<file path="src/rtl/qdot_pkg.sv">
// ----------------------------------------------------------------------------
// qdot_pkg
// Shared types, constants and float helpers for the Q4/Q8 block dot unit.
// ----------------------------------------------------------------------------
package qdot_pkg;

   localparam logic [31:0] CANON_NAN = 32'h7FC0_0000;
   localparam logic [3:0]  NIB_MASK  = 4'hF;
   localparam logic [4:0]  NIB_BIAS  = 5'd8;

   typedef enum logic [3:0] {
      ST_CLEAR,
      ST_IDLE,
      ST_DOT,
      ST_CONV,
      ST_MUL1A,
      ST_MUL1B,
      ST_MUL2A,
      ST_MUL2B,
      ST_ADDA,
      ST_ADDB,
      ST_FINISH
   } state_type;

   typedef struct packed {
      logic        nan;
      logic        inf;
      logic        zero;
      logic        sign;
      logic [9:0]  exp;
      logic [47:0] prod;
   } mul_stage_type;

   typedef struct packed {
      logic        nan;
      logic        inf;
      logic        zero;
      logic        sign;
      logic [9:0]  exp;
      logic [27:0] sum;
   } add_stage_type;

   function automatic logic [4:0] lzc27(input logic [26:0] v);
      logic [4:0] lz;
      logic       found;
      lz    = '0;
      found = 1'b0;
      for (int i = 26; i >= 0; i--) begin
         if (!found) begin
            if (v[i]) found = 1'b1;
            else      lz = lz + 5'd1;
         end
      end
      return lz;
   endfunction

   function automatic logic [31:0] half_to_single(input logic [15:0] h);
      logic [4:0]  lz;
      logic [10:0] m;
      logic [31:0] r;
      if (h[14:10] == 5'h1F) begin
         r = {h[15], 8'hFF, h[9:0], 13'd0};
      end else if (h[14:10] != 5'd0) begin
         r = {h[15], 8'(h[14:10]) + 8'd112, h[9:0], 13'd0};
      end else if (h[9:0] == 10'd0) begin
         r = {h[15], 31'd0};
      end else begin
         // subnormal half: normalize (leading zeros of 10-bit field)
         lz = lzc27({h[9:0], 17'd0});
         m  = {1'b0, h[9:0]} << (lz + 5'd1);
         r  = {h[15], 8'd112 - 8'(lz), m[9:0], 13'd0};
      end
      return r;
   endfunction

   function automatic logic [31:0] int_to_float(input logic signed [16:0] v);
      logic [16:0] mag;
      logic [4:0]  lz;
      logic [16:0] n;
      mag = v[16] ? 17'(-v) : 17'(v);
      lz  = lzc27({mag[15:0], 11'd0});
      n   = mag << lz;
      if (mag == 17'd0) return 32'd0;
      return {v[16], 8'd142 - 8'(lz), n[14:0], 8'd0};
   endfunction

   function automatic mul_stage_type mul_front(input logic [31:0] a, input logic [31:0] b);
      mul_stage_type r;
      logic a_nan, b_nan, a_inf, b_inf, a_zero, b_zero;
      a_nan  = (a[30:23] == 8'hFF) && (a[22:0] != 23'd0);
      b_nan  = (b[30:23] == 8'hFF) && (b[22:0] != 23'd0);
      a_inf  = (a[30:23] == 8'hFF) && (a[22:0] == 23'd0);
      b_inf  = (b[30:23] == 8'hFF) && (b[22:0] == 23'd0);
      a_zero = (a[30:23] == 8'd0);
      b_zero = (b[30:23] == 8'd0);
      r.sign = a[31] ^ b[31];
      r.nan  = a_nan | b_nan | (a_inf & b_zero) | (a_zero & b_inf);
      r.inf  = a_inf | b_inf;
      r.zero = a_zero | b_zero;
      r.exp  = 10'(a[30:23]) + 10'(b[30:23]) - 10'd127;
      r.prod = 48'({1'b1, a[22:0]}) * 48'({1'b1, b[22:0]});
      return r;
   endfunction

   function automatic logic [31:0] mul_back(input mul_stage_type s);
      logic [9:0]  e;
      logic [22:0] frac;
      logic        g, st, up;
      logic [30:0] packed_v;
      if (s.prod[47]) begin
         e = s.exp + 10'd1; frac = s.prod[46:24]; g = s.prod[23]; st = |s.prod[22:0];
      end else begin
         e = s.exp; frac = s.prod[45:23]; g = s.prod[22]; st = |s.prod[21:0];
      end
      up       = g & (st | frac[0]);
      packed_v = {e[7:0], frac} + 31'(up);
      if (s.nan)  return CANON_NAN;
      if (s.inf || e >= 10'd255 || packed_v[30:23] == 8'hFF) return {s.sign, 8'hFF, 23'd0};
      if (s.zero) return {s.sign, 31'd0};
      return {s.sign, packed_v};
   endfunction

   function automatic add_stage_type add_front(input logic [31:0] a, input logic [31:0] b);
      add_stage_type r;
      logic a_nan, b_nan, a_inf, b_inf, a_zero, b_zero, swap;
      logic [31:0] big, sml;
      logic [7:0]  d;
      logic [26:0] mbx, bigx, al;
      a_nan  = (a[30:23] == 8'hFF) && (a[22:0] != 23'd0);
      b_nan  = (b[30:23] == 8'hFF) && (b[22:0] != 23'd0);
      a_inf  = (a[30:23] == 8'hFF) && (a[22:0] == 23'd0);
      b_inf  = (b[30:23] == 8'hFF) && (b[22:0] == 23'd0);
      a_zero = (a[30:0] == 31'd0);
      b_zero = (b[30:0] == 31'd0);
      swap   = b[30:0] > a[30:0];
      big    = swap ? b : a;
      sml    = swap ? a : b;
      d      = big[30:23] - sml[30:23];
      bigx   = {(big[30:23] != 8'd0), big[22:0], 3'd0};
      mbx    = {(sml[30:23] != 8'd0), sml[22:0], 3'd0};
      if (d >= 8'd27) begin
         al = {26'd0, |mbx};
      end else begin
         al = (mbx >> d[4:0]) | {26'd0, |(mbx & ~(27'h7FF_FFFF << d[4:0]))};
      end
      if (a[31] == b[31]) r.sum = {1'b0, bigx} + {1'b0, al};
      else                r.sum = {1'b0, bigx} - {1'b0, al};
      r.exp  = 10'(big[30:23]);
      r.nan  = a_nan | b_nan | (a_inf & b_inf & (a[31] != b[31]));
      r.inf  = a_inf | b_inf;
      r.zero = a_zero & b_zero;
      if (a_inf | b_inf)       r.sign = a_inf ? a[31] : b[31];
      else if (a_zero & b_zero) r.sign = a[31] & b[31];
      else                      r.sign = big[31];
      return r;
   endfunction

   function automatic logic [31:0] add_back(input add_stage_type s);
      logic [26:0] m;
      logic [9:0]  e;
      logic [4:0]  lz;
      logic        g, st, up;
      logic [30:0] packed_v;
      lz = lzc27(s.sum[26:0]);
      if (s.sum[27]) begin
         m = {s.sum[27:2], s.sum[1] | s.sum[0]};
         e = s.exp + 10'd1;
      end else begin
         m = s.sum[26:0] << lz;
         e = s.exp - 10'(lz);
      end
      g        = m[2];
      st       = m[1] | m[0];
      up       = g & (st | m[3]);
      packed_v = {e[7:0], m[25:3]} + 31'(up);
      if (s.nan)  return CANON_NAN;
      if (s.inf)  return {s.sign, 8'hFF, 23'd0};
      if (s.zero) return {s.sign, 31'd0};
      if (s.sum == 28'd0) return 32'd0;
      if (e >= 10'd255 || packed_v[30:23] == 8'hFF) return {s.sign, 8'hFF, 23'd0};
      return {s.sign, packed_v};
   endfunction

endpackage

</file>
<file path="src/rtl/qdot_dotp.sv">
// ----------------------------------------------------------------------------
// qdot_dotp
// Integer block dot product: four weight bytes (eight products) per cycle.
// ----------------------------------------------------------------------------
module qdot_dotp (
   input  logic                clock,
   input  logic                reset,
   input  logic                start,
   input  logic [127:0]        weight,
   input  logic [255:0]        act,
   output logic signed [16:0]  dot,
   output logic                done
);

   logic [127:0]       w_ff;
   logic [255:0]       a_ff;
   logic [1:0]         cnt_ff;
   logic               busy_ff;
   logic               done_ff;
   logic signed [16:0] dot_ff;
   logic signed [16:0] part_in;
   logic [31:0]        wsel;
   logic [31:0]        alo;
   logic [31:0]        ahi;

   always_comb begin
      logic signed [4:0]  lo, hi;
      logic signed [12:0] p0, p1;
      wsel    = w_ff[cnt_ff * 32 +: 32];
      alo     = a_ff[cnt_ff * 32 +: 32];
      ahi     = a_ff[128 + cnt_ff * 32 +: 32];
      part_in = '0;
      for (int i = 0; i < 4; i++) begin
         lo = $signed({1'b0, wsel[i*8 +: 4] & qdot_pkg::NIB_MASK}) - $signed(qdot_pkg::NIB_BIAS);
         hi = $signed({1'b0, wsel[i*8+4 +: 4]}) - $signed(qdot_pkg::NIB_BIAS);
         p0 = 13'(lo) * 13'($signed(alo[i*8 +: 8]));
         p1 = 13'(hi) * 13'($signed(ahi[i*8 +: 8]));
         part_in = part_in + 17'(p0) + 17'(p1);
      end
   end

   always_ff @(posedge clock) begin
      if (reset) begin
         busy_ff <= 1'b0;
         done_ff <= 1'b0;
         cnt_ff  <= '0;
      end else begin
         done_ff <= 1'b0;
         if (start) begin
            busy_ff <= 1'b1;
            cnt_ff  <= '0;
         end else if (busy_ff) begin
            cnt_ff <= cnt_ff + 2'd1;
            if (cnt_ff == 2'd3) begin
               busy_ff <= 1'b0;
               done_ff <= 1'b1;
            end
         end
      end
   end

   always_ff @(posedge clock) begin
      if (start) begin
         w_ff   <= weight;
         a_ff   <= act;
         dot_ff <= '0;
      end else if (busy_ff) begin
         dot_ff <= dot_ff + part_in;
      end
   end

   assign dot  = dot_ff;
   assign done = done_ff;

endmodule

</file>
<file path="config.mk">
export PLATFORM = sky130hd
export DESIGN_NAME = qdot_dotp
export DESIGN_NICKNAME = d
export VERILOG_FILES = /design/src/rtl/qdot_pkg.sv /design/src/rtl/qdot_dotp.sv
export SDC_FILE = /design/constraint.sdc
export NUM_CORES = 1
export LEC_CHECK = 0
export BUFFER_PORTS_ARGS = -buffer_cell sky130_fd_sc_hd__buf_2
export CAP_MARGIN = 20
export CELL_PAD_IN_SITES_DETAIL_PLACEMENT = 1
export CELL_PAD_IN_SITES_GLOBAL_PLACEMENT = 2
export CORE_MARGIN = 10
export CORE_UTILIZATION = 42
export CTS_BUF_LIST = sky130_fd_sc_hd__clkbuf_4 sky130_fd_sc_hd__clkbuf_8 sky130_fd_sc_hd__clkbuf_16
export DETAILED_ROUTE_END_ITERATION = 10
export PLACE_DENSITY = 0.83
export SLEW_MARGIN = 15
export SYNTH_ARGS = -nofsm -noshare
export SYNTH_HDL_FRONTEND = slang
export SYNTH_SLANG_ARGS = --single-unit
</file>
<file path="constraint.sdc">
create_clock -name clock -period 19.95 [get_ports clock]
set_input_delay 1.995 -clock clock [delete_from_list [all_inputs] [get_ports clock]]
set_output_delay 1.995 -clock clock [all_outputs]
set_load 0.02 [all_outputs]
</file>
; After elaboration in Yosys (flattened, before gate mapping)
; Cells that the tools add are included.
[totals]
regBits = 405
latchBits = 0
ram_bits = 0
romBits = 0
in_bits = 387
elab_cells = 43
mem_count = 0
[op_classes]
n_addsub = 18
n_mul = 8
div = 0
n_lt_le_gt_ge = 0
n_eq_ne = 1
shifts = 3
mux = 4
bitwise_logic = 1
n_reduce_logical = 2
[ops]
columns = operator, n
row1 = 256-bit by 10-bit indexed part select with 32-bit output, 1
row2 = 256-bit by 8-bit indexed part select with 32-bit output, 1
row3 = 128-bit by 8-bit indexed part select with 32-bit output, 1
row4 = 5-bit by 8-bit multiplier with 13-bit output, 8
row5 = 17-bit by 13-bit adder with 17-bit output, 3
row6 = 4-bit by 4-bit subtractor with 5-bit output (second input constant), 8
row7 = 16-bit by 13-bit adder with 17-bit output, 1
row8 = 17-bit adder, 1
row9 = 15-bit by 13-bit adder with 16-bit output, 1
row10 = 14-bit by 13-bit adder with 15-bit output, 1
row11 = 13-bit by 13-bit adder with 14-bit output, 1
row12 = 8-bit by 7-bit adder with 9-bit output (first input constant), 1
row13 = 1-bit two-way mux, 4
row14 = 3-bit OR reduction, 1
row15 = 2-bit by 1-bit adder with 2-bit output (second input constant), 1
row16 = 2-bit equality test (second input constant), 1
row17 = 2-bit OR reduction, 1
row18 = 1-bit NOT, 1

; Logic depth before layout (Yosys ltp)
[depth]
word_depth = 11
ltp_mapped = 33
ltp_nobuf = 30

; Worst setup path after synthesis
; OpenSTA, ideal clock, no wires.
[synth_path]
path_type = register to register
start = register cnt_ff[0]
end = register dot_ff[14], in the netlist dot[14]
setup_ns = 0.075
t_arrival_ns = 7.968
t_required_ns = 19.875
slack_ns = 11.907
path_stages_with_launch = 29
n_path_buf = 3
synth_period_minus_slack_ns = 8.043
cell_sequence = dfxtp_1 buf_6 buf_6 buf_2 mux4_2 and2_1 fa_1 inv_1 fa_1 fa_1 fa_1 inv_1 fa_1 fa_1 inv_1 fa_1 inv_1 fa_1 inv_1 fa_1 inv_1 fa_1 a21oi_1 o21ai_0 a21oi_1 nor3_1 o21ai_0 mux2_2 o22ai_1
[synth_via]
elab_chain_cells = 11
[synth_lines]
columns = item, line
row1 = start: declaration, qdot_dotp.sv:17  ; logic [1:0] cnt_ff;
row2 = start signal: assignment, qdot_dotp.sv:53  ; cnt_ff <= cnt_ff + 2'd1;
row3 = 8-bit by 7-bit adder with 9-bit output or 128-bit by 8-bit indexed part select with 32-bit output (tied branches), "qdot_dotp.sv:31, qdot_dotp.sv:29"
row4 = "256-bit by 10-bit indexed part select with 32-bit output, or another cell as far along", qdot_dotp.sv:31  ; ahi = a_ff[128 + cnt_ff * 32 +: 32];
row5 = "5-bit by 8-bit multiplier with 13-bit output, on equally long branches", "qdot_dotp.sv:37, qdot_dotp.sv:36"
row6 = 13-bit by 13-bit adder with 14-bit output, qdot_dotp.sv:38  ; part_in = part_in + 17'(p0) + 17'(p1);
row7 = 14-bit by 13-bit adder with 15-bit output, qdot_dotp.sv:38
row8 = 15-bit by 13-bit adder with 16-bit output, qdot_dotp.sv:38
row9 = 16-bit by 13-bit adder with 17-bit output, qdot_dotp.sv:38
row10 = 17-bit by 13-bit adder with 17-bit output (2 in a row), qdot_dotp.sv:38
row11 = 17-bit by 13-bit adder with 17-bit output (*), qdot_dotp.sv:38
row12 = 17-bit adder (*), qdot_dotp.sv:68  ; dot_ff <= dot_ff + part_in;
row13 = end signal: assignment, qdot_dotp.sv:68
row14 = end: declaration, qdot_dotp.sv:20  ; logic signed [16:0] dot_ff;
; Every way passes the cells marked *; elsewhere a longest branch is shown, timed or not.
; A chain may end at the register's enable or synchronous reset.

; Worst setup path after layout
[layout_path]
start = register cnt_ff[0]
end = register dot_ff[13], in the netlist dot[13]
; Same word-level chain as after synthesis.

==> impl_metrics.tcl <==
set metrics [dict create \
    status "completed" \
    coreArea_sq_um 67280 \
    fin_nets 3354 \
    final_core_util_pct 49.08 \
    dp_hpwl_um 67770 \
    min_period_over_period_pct 51.57 \
    dieArea_sq_um 78870 \
    dr.pass1.iters 4 \
    grt_overflow 0 \
    seqCellArea_sq_um 11960 \
    cts_tree "yes" \
    setup_slack_ns 9.662 \
    rsz0062_at_grt "no" \
    layout_common_cells "inv_1 (476), fa_1 (430), buf_2 (403), edfxtp_1 (384), nand2_1 (133)" \
    fin_setup_tns_ns 0 \
    syn-num-nets 2932 \
    grt_max_degree 200 \
    syn_area_sq_um 28580 \
    yosysTopAreaCell "edfxtp_1" \
    drt-initial-drc-count 958 \
    start_kind "flop" \
    antenna_found_initial 5 \
    final_common_cell "inv_1" \
    route.vias.total 16590 \
    yosysSeqAreaShare_pct 41.82 \
    netlist-cell-type-count 47 \
    maxClockFrequency_ghz 0.09720 \
    cts-root-buf "clkbuf_16" \
    synth-seq-cells 405 \
    multi_input_area_sq_um 14660 \
    crit_family "adder cells" \
    final-max-slew-violation-count 0 \
    worst_ep_arrival_time_ns 10.75 \
    post-place-ws_ns 9.520 \
    cts_buffers 43 \
    drt-vias-per-instance 4.969 \
    ctsLongestPathBuffers 3 \
    cts.sinks 405 \
    syn_to_final_growth_pct 15.54 \
    synthArstFlopShare_pct 0 \
    htree_levels 2 \
    die_x_um 280.8 \
    synth.top_cell.area_share_pct 40.35 \
    synth_edf_count 384 \
    layout_min_cycle_time_ns 10.29 \
    finClkSkew_ns 0.03049 \
    die_h_um 280.8 \
    port_buffers 404 \
    ant_nets 0 \
    grt_first_pass_wirelength_um 123700 \
    io-pin-count 405 \
    crit_top_cell "fa_1" \
    cp_max_fo 44 \
    grt_pass1_vias 20120 \
    holdWs_ns 0.4883 \
    max-slew-margin-rel_pct 24.13 \
    post_cts_resized 0 \
    slowest_stage "buf_4" \
    cts_setup_buffers 0 \
    start_util_pct 42.48 \
    fillers 6919 \
    worstSetupPathType "flop to flop" \
    yosys_warnings 0 \
    drc 0 \
    drv_cap 0 \
    clkSlewWorstSetupHoldPaths_ns 0.06 \
    synth_area_leaders "edfxtp_1 (40%), fa_1 (30%), mux4_2 (7.3%), inv_1 (6.3%), ha_1 (4.6%)" \
    syn-mean-instance-area_sq_um 14.22 \
    max_stage_delay_ns 0.80 \
    setup_viol 0 \
    post_drt_wl_per_cell_um 24.35 \
    worstMarginPinSlew_ns 1.138 \
    place_congestion 0.8887 \
    core.rowCount 95 \
    crit_path_end_kind "flop" \
    critPathRequiredTime_ns 20.41 \
    insertion_delay_ns 0.60 \
    synthCells 2009 \
    hold_path_class "flop to flop" \
    cts_hold_buf 0 \
    finalHoldViolCount 0 \
    synth_ff_type "edfxtp_1" \
    drive_gt1_share_pct 24.89 \
    wl_um 81300 \
    track_usage_pct 20.98 \
    critPathBufInv 6 \
]
-- worst reg2reg max path: stages, from the launching register on --
cell and delay, ns:
dfxtp_4 0.65, buf_4 0.70, buf_4 0.86, mux2_2 0.49, o21ai_2 0.38, inv_1 0.27, or2_2 0.37, fa_1 0.56
inv_1 0.07, fa_1 0.57, fa_1 0.45, fa_1 0.42, fa_1 0.58, fa_1 0.44, fa_1 0.47, fa_1 0.50
inv_1 0.05, fa_1 0.48, inv_1 0.05, ha_1 0.34, a2111oi_0 0.38, o21ai_0 0.22, a41oi_1 0.45, o21ai_0 0.17
xnor2_1 0.16, o21ai_0 0.08
-- cell families (layout without fill, tap and decap cells) --
family,after synthesis,in the layout,synth area share [%]
AOI/OAI and AO/OA,50,50,1.095
xor gates and xnor gates,33,33,1.038
adders and majority gates,537,537,34.80
buffers and inverters,510,964,6.861
DFF,405,405,41.82
muxes,110,110,7.956
other,0,3,0
and+or+nand+nor,364,364,6.428
-- cell type report --
| class | count | share of cell area, % |
|---|---|---|
| inverter | 477 | 5.423 |
| multi-input combinational | 1094 | 44.41 |
| tap | 873 | 3.308 |
| antenna | 3 | 0.02274 |
| clock inverter | 25 | 0.8186 |
| sequential | 405 | 36.22 |
| timing repair buffer | 410 | 6.329 |
| clock buffer | 52 | 3.464 |
-- sequential cells by signal (all words and copies together), names as in the netlist --
| name | count |
|---|---|
| done | 1 |
| busy_ff | 1 |
| a_ff | 256 |
| cnt_ff | 2 |
| dot | 17 |
| w_ff | 128 |
-- through the flow --
step / instance area [sq um] / cells
global route: 33010 / 3338
global placement: 31600 / 3259
finish: 33020 / 3339
detailed placement: 31600 / 3259
CTS: 33010 / 3336
floorplan: 28580 / 2009
-- synthesized netlist by cell type, types with 5 or more instances --
master	count
mux4_2	92
inv_1	476
fa_1	430
xnor2_1	26
mux2i_1	13
buf_2	13
o21ai_0	13
clkbuf_1	11
or2_2	29
nand2b_1	9
edfxtp_1	384
nand2_1	133
and2_1	113
dfxtp_1	21
xor2_1	6
a21o_1	5
nor2b_1	24
ha_1	106
a21oi_1	13
nor2_1	46
-- metal layers --
metal  GRT usage, %  vias up  share of wire [%]
li1               -     7280                  -
met1          26.82     8853                 41
met2          37.52      385                 53
met3          3.077       72                4.6
met4          4.081        2                1.5
met5              0        -              0.021
-- path summary, 6_finish.rpt --
kind                                 from      end  slack, ns  cells after the start
worst max-delay path            cnt_ff[0]  dot[13]       9.66                     25
worst min-delay path              dot[13]  dot[13]       0.49                      2
worst max register to register  cnt_ff[0]  dot[13]       9.66                     25
worst min register to register    dot[13]  dot[13]       0.49                      2
Power is not shown: default switching activity piles up to over one toggle a cycle in this logic, so the estimate is an artifact.
